### src/hw/rtl/ptlt_pkg.sv
package ptlt_pkg;

    // sizes of the translation tables
    localparam int MAX_PAGES       = 256;
    localparam int MAX_FRAMES      = 16;
    localparam int MAX_OFFSET_BITS = 16;

    localparam int PAGE_W     = $clog2(MAX_PAGES);
    localparam int FRAME_W    = $clog2(MAX_FRAMES);
    localparam int FCNT_W     = FRAME_W + 1;
    localparam int ADDR_W     = 24;
    localparam int PA_W       = 20;
    localparam int OFFB_W     = 5;
    localparam int PAGEB_W    = 4;
    localparam int FRAMEB_W   = 3;
    localparam int FLT_W      = 16;
    localparam int TIME_W     = 32;
    localparam int CFG_IDX_W  = 2;
    localparam int CFG_DATA_W = 5;

    // configuration register indexes
    localparam logic [CFG_IDX_W-1:0] CFG_OFFSET_BITS = 2'd0;
    localparam logic [CFG_IDX_W-1:0] CFG_PAGE_BITS   = 2'd1;
    localparam logic [CFG_IDX_W-1:0] CFG_FRAME_BITS  = 2'd2;

    // reset values of the configuration registers
    localparam logic [OFFB_W-1:0]   RST_OFFSET_BITS = 5'd8;
    localparam logic [PAGEB_W-1:0]  RST_PAGE_BITS   = 4'd8;
    localparam logic [FRAMEB_W-1:0] RST_FRAME_BITS  = 3'd4;

    typedef enum logic [2:0] {
        S_IDLE,
        S_LOOKUP,
        S_HIT,
        S_SCAN_FREE,
        S_SCAN_OLD,
        S_EVICT,
        S_COMMIT,
        S_DONE
    } t_state;

endpackage

### src/hw/rtl/ptlt_ram.sv
module ptlt_ram #(
    parameter int WIDTH = 8,
    parameter int DEPTH = 16
) (
    input  logic                     i_clk,
    input  logic                     i_we,
    input  logic [$clog2(DEPTH)-1:0] i_waddr,
    input  logic [WIDTH-1:0]         i_wdata,
    input  logic [$clog2(DEPTH)-1:0] i_raddr,
    output logic [WIDTH-1:0]         o_rdata
);

    logic [WIDTH-1:0] r_mem [DEPTH];
    logic [WIDTH-1:0] r_rdata;

    always_ff @(posedge i_clk) begin
        if (i_we) begin
            r_mem[i_waddr] <= i_wdata;
        end
        r_rdata <= r_mem[i_raddr];
    end

    assign o_rdata = r_rdata;

endmodule

### src/hw/rtl/page_table_lru_translator_top.sv
// channel   direction  handshake                     payload
// in        input      i_in_valid / o_in_ready       i_logical_address
// out       output     o_out_valid / i_out_ready     o_physical_address, o_page_fault,
//                                                    o_address_error, o_fault_count
// cfg       input      i_cfg_valid / o_cfg_ready     i_cfg_index, i_cfg_data
//
// one word in flight at a time; o_in_ready is high only while the sequencer idles
// out of range: lookup, done; hit: lookup, hit, done (page table ram read is registered)
// fault on free frame k: lookup, free scan of frames 1 .. k, commit, done; eviction:
// free scan, single stamp comparator over frames 1 .. frames-1, evict, commit, done
// synchronous active-low reset clears valid bits, owner bits, stamps and counters;
// the page frame table is not cleared, its entries are read only while valid
// a stalled output holds the sequencer in its last step; cfg writes are always taken
module page_table_lru_translator_top
    import ptlt_pkg::*;
(
    input  logic                  i_clk,
    input  logic                  i_rst_n,

    input  logic                  i_in_valid,
    output logic                  o_in_ready,
    input  logic [ADDR_W-1:0]     i_logical_address,

    output logic                  o_out_valid,
    input  logic                  i_out_ready,
    output logic [PA_W-1:0]       o_physical_address,
    output logic                  o_page_fault,
    output logic                  o_address_error,
    output logic [FLT_W-1:0]      o_fault_count,

    input  logic                  i_cfg_valid,
    output logic                  o_cfg_ready,
    input  logic [CFG_IDX_W-1:0]  i_cfg_index,
    input  logic [CFG_DATA_W-1:0] i_cfg_data
);

    // configuration
    logic [OFFB_W-1:0]   r_offset_bits;
    logic [PAGEB_W-1:0]  r_page_bits;
    logic [FRAMEB_W-1:0] r_frame_bits;

    // sequencer
    t_state r_state;
    t_state n_state;

    // current word
    logic [ADDR_W-1:0]          r_pnum;
    logic [MAX_OFFSET_BITS-1:0] r_off;
    logic [FRAME_W-1:0]         r_fnum;
    logic                       r_fault;
    logic                       r_err;

    // scan unit: one index, one running best
    logic [FCNT_W-1:0]  r_k;
    logic [FRAME_W-1:0] r_best;
    logic [TIME_W-1:0]  r_best_stamp;

    // page and frame tables
    logic [MAX_PAGES-1:0]  r_page_valid;
    logic [MAX_FRAMES-1:0] r_frame_free;
    logic [MAX_FRAMES-1:0] r_owner_set;
    logic [PAGE_W-1:0]     r_frame_owner [MAX_FRAMES];
    logic [TIME_W-1:0]     r_frame_stamp [MAX_FRAMES];
    logic [TIME_W-1:0]     r_access_time;
    logic [FLT_W-1:0]      r_faults_seen;

    // result register
    logic                r_out_valid;
    logic [PA_W-1:0]     r_pa;
    logic                r_out_fault;
    logic                r_out_err;
    logic [FLT_W-1:0]    r_out_count;

    // derived configuration
    logic [OFFB_W-1:0]  w_d;
    logic [PAGEB_W-1:0] w_pb;
    logic [FCNT_W-1:0]  w_frames;
    logic [ADDR_W-1:0]  w_off_full;
    logic [ADDR_W-1:0]  w_pa_full;
    logic [PAGE_W-1:0]  w_page;
    logic [FRAME_W-1:0] w_kidx;
    logic [FRAME_W-1:0] w_ram_rdata;
    logic               w_addr_err;
    logic               w_k_in_range;
    logic               w_out_free;
    logic               w_ram_we;

    assign w_d  = (r_offset_bits > OFFB_W'(MAX_OFFSET_BITS)) ?
                  OFFB_W'(MAX_OFFSET_BITS) : r_offset_bits;
    assign w_pb = (r_page_bits > PAGEB_W'(PAGE_W)) ? PAGEB_W'(PAGE_W) : r_page_bits;

    // frame count: 2^frame_bits, at least 2, at most the table size
    always_comb begin
        w_frames = FCNT_W'(MAX_FRAMES);
        if (r_frame_bits == '0) begin
            w_frames = FCNT_W'(2);
        end else if (r_frame_bits < FRAMEB_W'(FRAME_W)) begin
            w_frames = FCNT_W'(1) << r_frame_bits;
        end
    end

    assign w_off_full   = (ADDR_W'(1) << w_d) - ADDR_W'(1);
    assign w_page       = r_pnum[PAGE_W-1:0];
    assign w_kidx       = r_k[FRAME_W-1:0];
    assign w_addr_err   = (r_pnum >> w_pb) != '0;
    assign w_k_in_range = r_k < w_frames;
    assign w_out_free   = !r_out_valid || i_out_ready;
    // offset never reaches past the shifted frame, so or works as add
    assign w_pa_full    = (ADDR_W'(r_fnum) << w_d) | ADDR_W'(r_off);
    assign w_ram_we     = (r_state == S_COMMIT);

    // page number to frame table
    ptlt_ram #(
        .WIDTH (FRAME_W),
        .DEPTH (MAX_PAGES)
    ) u_page_frame (
        .i_clk   (i_clk),
        .i_we    (w_ram_we),
        .i_waddr (w_page),
        .i_wdata (r_fnum),
        .i_raddr (w_page),
        .o_rdata (w_ram_rdata)
    );

    // config port never stalls
    assign o_cfg_ready = 1'b1;

    always_ff @(posedge i_clk) begin
        if (!i_rst_n) begin
            r_offset_bits <= RST_OFFSET_BITS;
            r_page_bits   <= RST_PAGE_BITS;
            r_frame_bits  <= RST_FRAME_BITS;
        end else if (i_cfg_valid) begin
            case (i_cfg_index)
                CFG_OFFSET_BITS: r_offset_bits <= i_cfg_data[OFFB_W-1:0];
                CFG_PAGE_BITS:   r_page_bits   <= i_cfg_data[PAGEB_W-1:0];
                CFG_FRAME_BITS:  r_frame_bits  <= i_cfg_data[FRAMEB_W-1:0];
                default: ;
            endcase
        end
    end

    // next state
    always_comb begin
        n_state    = r_state;
        o_in_ready = 1'b0;
        case (r_state)
            S_IDLE: begin
                o_in_ready = 1'b1;
                if (i_in_valid) begin
                    n_state = S_LOOKUP;
                end
            end
            S_LOOKUP: begin
                if (w_addr_err) begin
                    n_state = S_DONE;
                end else if (r_page_valid[w_page]) begin
                    n_state = S_HIT;
                end else begin
                    n_state = S_SCAN_FREE;
                end
            end
            S_HIT: n_state = S_DONE;
            S_SCAN_FREE: begin
                if (!w_k_in_range) begin
                    n_state = S_SCAN_OLD;
                end else if (r_frame_free[w_kidx]) begin
                    n_state = S_COMMIT;
                end
            end
            S_SCAN_OLD: begin
                if (!w_k_in_range) begin
                    n_state = S_EVICT;
                end
            end
            S_EVICT:  n_state = S_COMMIT;
            S_COMMIT: n_state = S_DONE;
            S_DONE: begin
                if (w_out_free) begin
                    n_state = S_IDLE;
                end
            end
            default: n_state = S_IDLE;
        endcase
    end

    always_ff @(posedge i_clk) begin
        if (!i_rst_n) begin
            r_state <= S_IDLE;
        end else begin
            r_state <= n_state;
        end
    end

    // datapath and tables
    always_ff @(posedge i_clk) begin
        if (!i_rst_n) begin
            r_page_valid  <= '0;
            r_frame_free  <= {{(MAX_FRAMES-1){1'b1}}, 1'b0};
            r_owner_set   <= '0;
            r_access_time <= '0;
            r_faults_seen <= '0;
            r_out_valid   <= 1'b0;
            for (int i = 0; i < MAX_FRAMES; i++) begin
                r_frame_stamp[i] <= '0;
            end
        end else begin
            // in the last step a taken result is replaced by the new one below
            if (i_out_ready && r_state != S_DONE) begin
                r_out_valid <= 1'b0;
            end
            case (r_state)
                S_IDLE: begin
                    if (i_in_valid) begin
                        r_pnum  <= i_logical_address >> w_d;
                        r_off   <= i_logical_address[MAX_OFFSET_BITS-1:0] &
                                   w_off_full[MAX_OFFSET_BITS-1:0];
                        r_fault <= 1'b0;
                        r_err   <= 1'b0;
                    end
                end
                S_LOOKUP: begin
                    r_k <= FCNT_W'(1);
                    if (w_addr_err) begin
                        r_err <= 1'b1;
                    end else if (!r_page_valid[w_page]) begin
                        r_fault <= 1'b1;
                        if (r_faults_seen != '1) begin
                            r_faults_seen <= r_faults_seen + FLT_W'(1);
                        end
                    end
                end
                S_HIT: r_fnum <= w_ram_rdata;
                S_SCAN_FREE: begin
                    if (!w_k_in_range) begin
                        // no free frame: start oldest stamp search at frame 1
                        r_best       <= FRAME_W'(1);
                        r_best_stamp <= r_frame_stamp[1];
                        r_k          <= FCNT_W'(2);
                    end else if (r_frame_free[w_kidx]) begin
                        r_frame_free[w_kidx] <= 1'b0;
                        r_fnum               <= w_kidx;
                    end else begin
                        r_k <= r_k + FCNT_W'(1);
                    end
                end
                S_SCAN_OLD: begin
                    if (w_k_in_range) begin
                        // strict less keeps the lowest index on ties
                        if (r_frame_stamp[w_kidx] < r_best_stamp) begin
                            r_best       <= w_kidx;
                            r_best_stamp <= r_frame_stamp[w_kidx];
                        end
                        r_k <= r_k + FCNT_W'(1);
                    end
                end
                S_EVICT: begin
                    r_fnum <= r_best;
                    if (r_owner_set[r_best]) begin
                        r_page_valid[r_frame_owner[r_best]] <= 1'b0;
                    end
                end
                S_COMMIT: begin
                    r_page_valid[w_page]  <= 1'b1;
                    r_owner_set[r_fnum]   <= 1'b1;
                    r_frame_owner[r_fnum] <= w_page;
                end
                S_DONE: begin
                    if (w_out_free) begin
                        r_out_valid <= 1'b1;
                        r_out_fault <= r_fault;
                        r_out_err   <= r_err;
                        r_out_count <= r_faults_seen;
                        if (r_err) begin
                            r_pa <= '0;
                        end else begin
                            r_pa <= w_pa_full[PA_W-1:0];
                            // stamp the frame with the advanced time, saturating
                            if (r_access_time != '1) begin
                                r_access_time         <= r_access_time + TIME_W'(1);
                                r_frame_stamp[r_fnum] <= r_access_time + TIME_W'(1);
                            end else begin
                                r_frame_stamp[r_fnum] <= r_access_time;
                            end
                        end
                    end
                end
                default: ;
            endcase
        end
    end

    assign o_out_valid        = r_out_valid;
    assign o_physical_address = r_pa;
    assign o_page_fault       = r_out_fault;
    assign o_address_error    = r_out_err;
    assign o_fault_count      = r_out_count;

`ifndef SYNTHESIS
    // frame 0 is reserved and never handed out
    a_frame0_reserved: assert property (@(posedge i_clk) disable iff (!i_rst_n)
        !r_frame_free[0] && !r_owner_set[0])
        else $error("frame 0 became free or owned");

    // a result is never both a fault and an address error
    a_fault_xor_err: assert property (@(posedge i_clk) disable iff (!i_rst_n)
        o_out_valid |-> !(o_page_fault && o_address_error))
        else $error("fault and address error together");

    // fault counter moves by at most one per cycle
    a_fault_step: assert property (@(posedge i_clk) disable iff (!i_rst_n)
        1'b1 |=> (r_faults_seen == $past(r_faults_seen) ||
                  r_faults_seen == $past(r_faults_seen) + FLT_W'(1)))
        else $error("fault counter jumped");

    // the oldest stamp scan index never falls below 2; frame 1 is its starting best
    a_scan_start: assert property (@(posedge i_clk) disable iff (!i_rst_n)
        r_state == S_SCAN_OLD |-> r_k >= FCNT_W'(2))
        else $error("oldest scan index below 2");

    // an evicting frame is always within the table and not reserved
    a_evict_frame: assert property (@(posedge i_clk) disable iff (!i_rst_n)
        r_state == S_EVICT |-> r_best != '0)
        else $error("eviction picked frame 0");
`endif

endmodule
### config.mk
export PLATFORM = sky130hd
export DESIGN_NAME = page_table_lru_translator_top
export DESIGN_NICKNAME = d
export VERILOG_FILES = /design/src/hw/rtl/ptlt_pkg.sv /design/src/hw/rtl/ptlt_ram.sv /design/src/hw/rtl/page_table_lru_translator_top.sv
export SDC_FILE = /design/constraint.sdc
export NUM_CORES = 2
export LEC_CHECK = 0
export BUFFER_PORTS_ARGS = -buffer_cell sky130_fd_sc_hd__buf_2
export CAP_MARGIN = 0
export CELL_PAD_IN_SITES_DETAIL_PLACEMENT = 1
export CELL_PAD_IN_SITES_GLOBAL_PLACEMENT = 1
export CORE_MARGIN = 2
export CORE_UTILIZATION = 49
export DETAILED_ROUTE_END_ITERATION = 10
export GPL_ROUTABILITY_DRIVEN = 0
export PLACE_DENSITY = 0.83
export RECOVER_POWER = 50
export SLEW_MARGIN = 20
export SYNTH_ARGS = -nofsm -noshare
export SYNTH_HDL_FRONTEND = slang
export SYNTH_HIERARCHICAL = 1
export SYNTH_SLANG_ARGS = --single-unit
### constraint.sdc
create_clock -name i_clk -period 5.45 [get_ports i_clk]
set_input_delay 1.09 -clock i_clk [delete_from_list [all_inputs] [get_ports i_clk]]
set_output_delay 1.09 -clock i_clk [all_outputs]
set_load 0.03 [all_outputs]
==> metrics.cfg <==
[placed_design]
dp_cells = 8326
post-place-ws_ps = 603.7
portBuffers = 75
dpl.hpwl_um = 157800

[worst_setup_path]
crit_fanout = 33
worstPathRequired_ps = 5940
crit_path_start_kind = flop
crit_type = flop to flop
end_kind = flop
rrSetupSlack_ps = 440
rr_worst_depth = 5
r2r-start = r_pnum[5]
arrival_ps = 5500
cp-startpoint = r_pnum[5]
r2r-end = u_page_frame/r_mem[246][0]

[synth]
syn_inst = 6093
synth-seq-cells = 2153
synthArstFlopShare_pct = 0
ys.warnings.count = 6
syn_avg_cell_area_um2 = 15.07
synth_cell_types = 79
synth-edff-count = 1789
syn_nets = 6171
synth_ff_type = edfxtp_1
synth.cell_area_um2 = 91810
yosysSeqAreaShare_pct = 66.45

[flow_run]
cap_violations = 9

[timing]
fin_ws_ps = 441.2
fin_crit_sh_pct = 91.90
tns_ps = 0
timing.fmax_mhz = 199.6
worstMarginPinSlew_ps = 3837
setup_viol = 0
slew_viol_final = 755
hold_violations = 0
worst_clock_skew_ps = 38.32
rsz0062_at_grt = no
max_slew_margin_pct = -155.8
timing.hold.ws_ps = 452.5
min_period_ps = 5009

[clock_network]
post_cts_resized = 0
cts_tree = built
cts_sinks = 2153
numCtsBuffers = 214
cts_root_buffer = clkbuf_16
postCtsSetupBuffers = 0
worstSkewPairLatency_ps = 880
h-tree-depth = 4
ctsHoldBuffers = 0
clkTransAtPathRegs_ps = 60
clockBufferDepth = 3

[finish]
syn2layout_area_growth_pct = 10.67
utilization_pct = 54.68
nNetsFinal = 6144
layout_common_cells = 1789 x edfxtp_1, 1190 x nor2_1, 504 x mux4_2
final_common_cell = edfxtp_1
layout.cells.non_filler = 8728
drive_gt1_share_pct = 21.13

[grt]
grtUsageTotal_pct = 27.78
grt_overflow = 0
grt_pass1_vias = 59810
grt_max_degree = 259
grt_pass1_wl_um = 398500
antenna_found_initial = 6

[die]
rows = 158
start_util_pct = 49.41
die_x_um = 436.9
core-area_um2 = 185800
die-area_um2 = 190800
ioPinCount = 77
dieHeight_um = 436.9

[min_path]
min_path_type = flop to flop
min_path_cells = 2
min_to = r_frame_free[0]
min-delay-start = r_frame_free[0]

[detailed_routing]
drt_first_pass_iters = 6
ant_nets = 0
vias_per_cell = 6.540
drc = 0
drt_iter0_drc = 6837
finalWirelength_um = 268600
vias = 57082
post_drt_wl_per_cell_um = 30.77

[power]
vdd_drop_max_uv = 285.4
p_per_area_nw_per_um2 = 380.9
leakagePower_nw = 32.64

[status]
failed_checks = max-capacitance violations, max-slew violations
outcome = complete, but fails checks

how the worst max path moves through the flow:
stage	to	slack, ps	cells past startpoint
floorplan	r_frame_stamp[4][0]	10	5
CTS	r_best_stamp[23]	610	12
detailed placement	r_best_stamp[10]	600	12
global placement	r_best_stamp[10]	750	12
global route	u_page_frame/r_mem[247][1]	300	5
finish	u_page_frame/r_mem[246][0]	440	5
power by group:
| group | internal, mW | switching (mW) | total (mW) |
|---|---|---|---|
| clock | 8.47 | 6.51 | 15.0 |
| combinational | 1.93 | 2.91 | 4.84 |
| sequential | 18.5 | 0.399 | 18.9 |
final cells by class:
type / instances / area, µm²
diodes: 2 / 5.005
clock buffers: 263 / 5662
clock inverters: 133 / 1371
fillers: 17317 / 84220
inverters: 59 / 221.5
multi-input cells: 3404 / 28510
flip-flops and latches: 2153 / 61020
well taps: 2480 / 3103
repair buffers: 234 / 1717
through the flow:
| stage | area [µm²] | power [mW] |
|---|---|---|
| after floorplan | 91830 | 22.30 |
| after global placement | 94670 | 23.65 |
| after detailed placement | 94670 | 23.91 |
| after CTS | 101700 | 38.76 |
| after global routing | 101600 | 39.67 |
| final | 101600 | 38.71 |
flip-flops by register name (all words and copies together) (netlist names), 4 cells and up, named ones only:
signal                flops
o_fault_count            16
o_physical_address       20
r_access_time            32
r_best                    4
r_best_stamp             32
r_faults_seen            16
r_fnum                    4
r_frame_free             16
r_frame_owner           128
r_frame_stamp           512
r_k                       5
r_off                    16
r_offset_bits             5
r_owner_set              16
r_page_bits               4
r_page_valid            256
r_pnum                   24
u_page_frame/o_rdata      4
u_page_frame/r_mem     1024
cell usage after synthesis (11+ instances only):
cell / count / share of area (%)
a211oi_1: 26 / 0.21
a21o_1: 29 / 0.24
a21oi_1: 77 / 0.42
a221oi_1: 11 / 0.10
a22oi_1: 48 / 0.39
a31oi_1: 25 / 0.17
and2_1: 19 / 0.13
and3_1: 21 / 0.14
buf_1: 41 / 0.17
buf_2: 88 / 0.48
buf_4: 17 / 0.14
buf_6: 27 / 0.33
clkbuf_1: 304 / 1.2
dfxtp_1: 364 / 7.9
edfxtp_1: 1789 / 59
ha_1: 42 / 0.57
inv_1: 58 / 0.24
mux2_2: 50 / 0.61
mux2i_1: 190 / 2.1
mux4_2: 504 / 12
nand2_1: 281 / 1.1
nand2b_1: 42 / 0.29
nand3_1: 94 / 0.51
nand4_1: 28 / 0.19
nor2_1: 1209 / 4.9
nor2b_1: 59 / 0.40
nor3_1: 41 / 0.22
nor4_1: 16 / 0.11
o211ai_1: 15 / 0.12
o21ai_0: 90 / 0.49
o221a_2: 234 / 2.9
o22ai_1: 27 / 0.18
or3_1: 14 / 0.095
or4_1: 11 / 0.090
xnor2_1: 27 / 0.26
xor2_1: 26 / 0.25
critical path, cell delays in order (launching register included):
cell      delay, ps
edfxtp_1        330
buf_4           290
buf_4           380
clkbuf_1       1630
nand4_1        1270
nor2_1          690
routing by layer:
metal	global-route usage, %	up-vias	wire length [µm]
li1	-	23370	-
met1	36.74	29789	102300
met2	46.20	3228	132900
met3	5.108	685	23120
met4	9.800	10	10160
met5	0	-	59
kinds of logic (layout without fill, tap and decap cells):
kind of cell,Yosys count,in the layout,synth area share [%]
AOI/OAI and AO/OA,671,671,6.028
xor gates and xnor gates,54,54,0.5233
adders and majority gates,42,42,0.5724
buffers and inverters,536,689,2.602
DFF,2153,2153,66.45
muxes,744,744,15.05
other,1,3,0.004084
and+or+nand+nor,1892,1892,8.772
(Power assumes the default switching activity.)
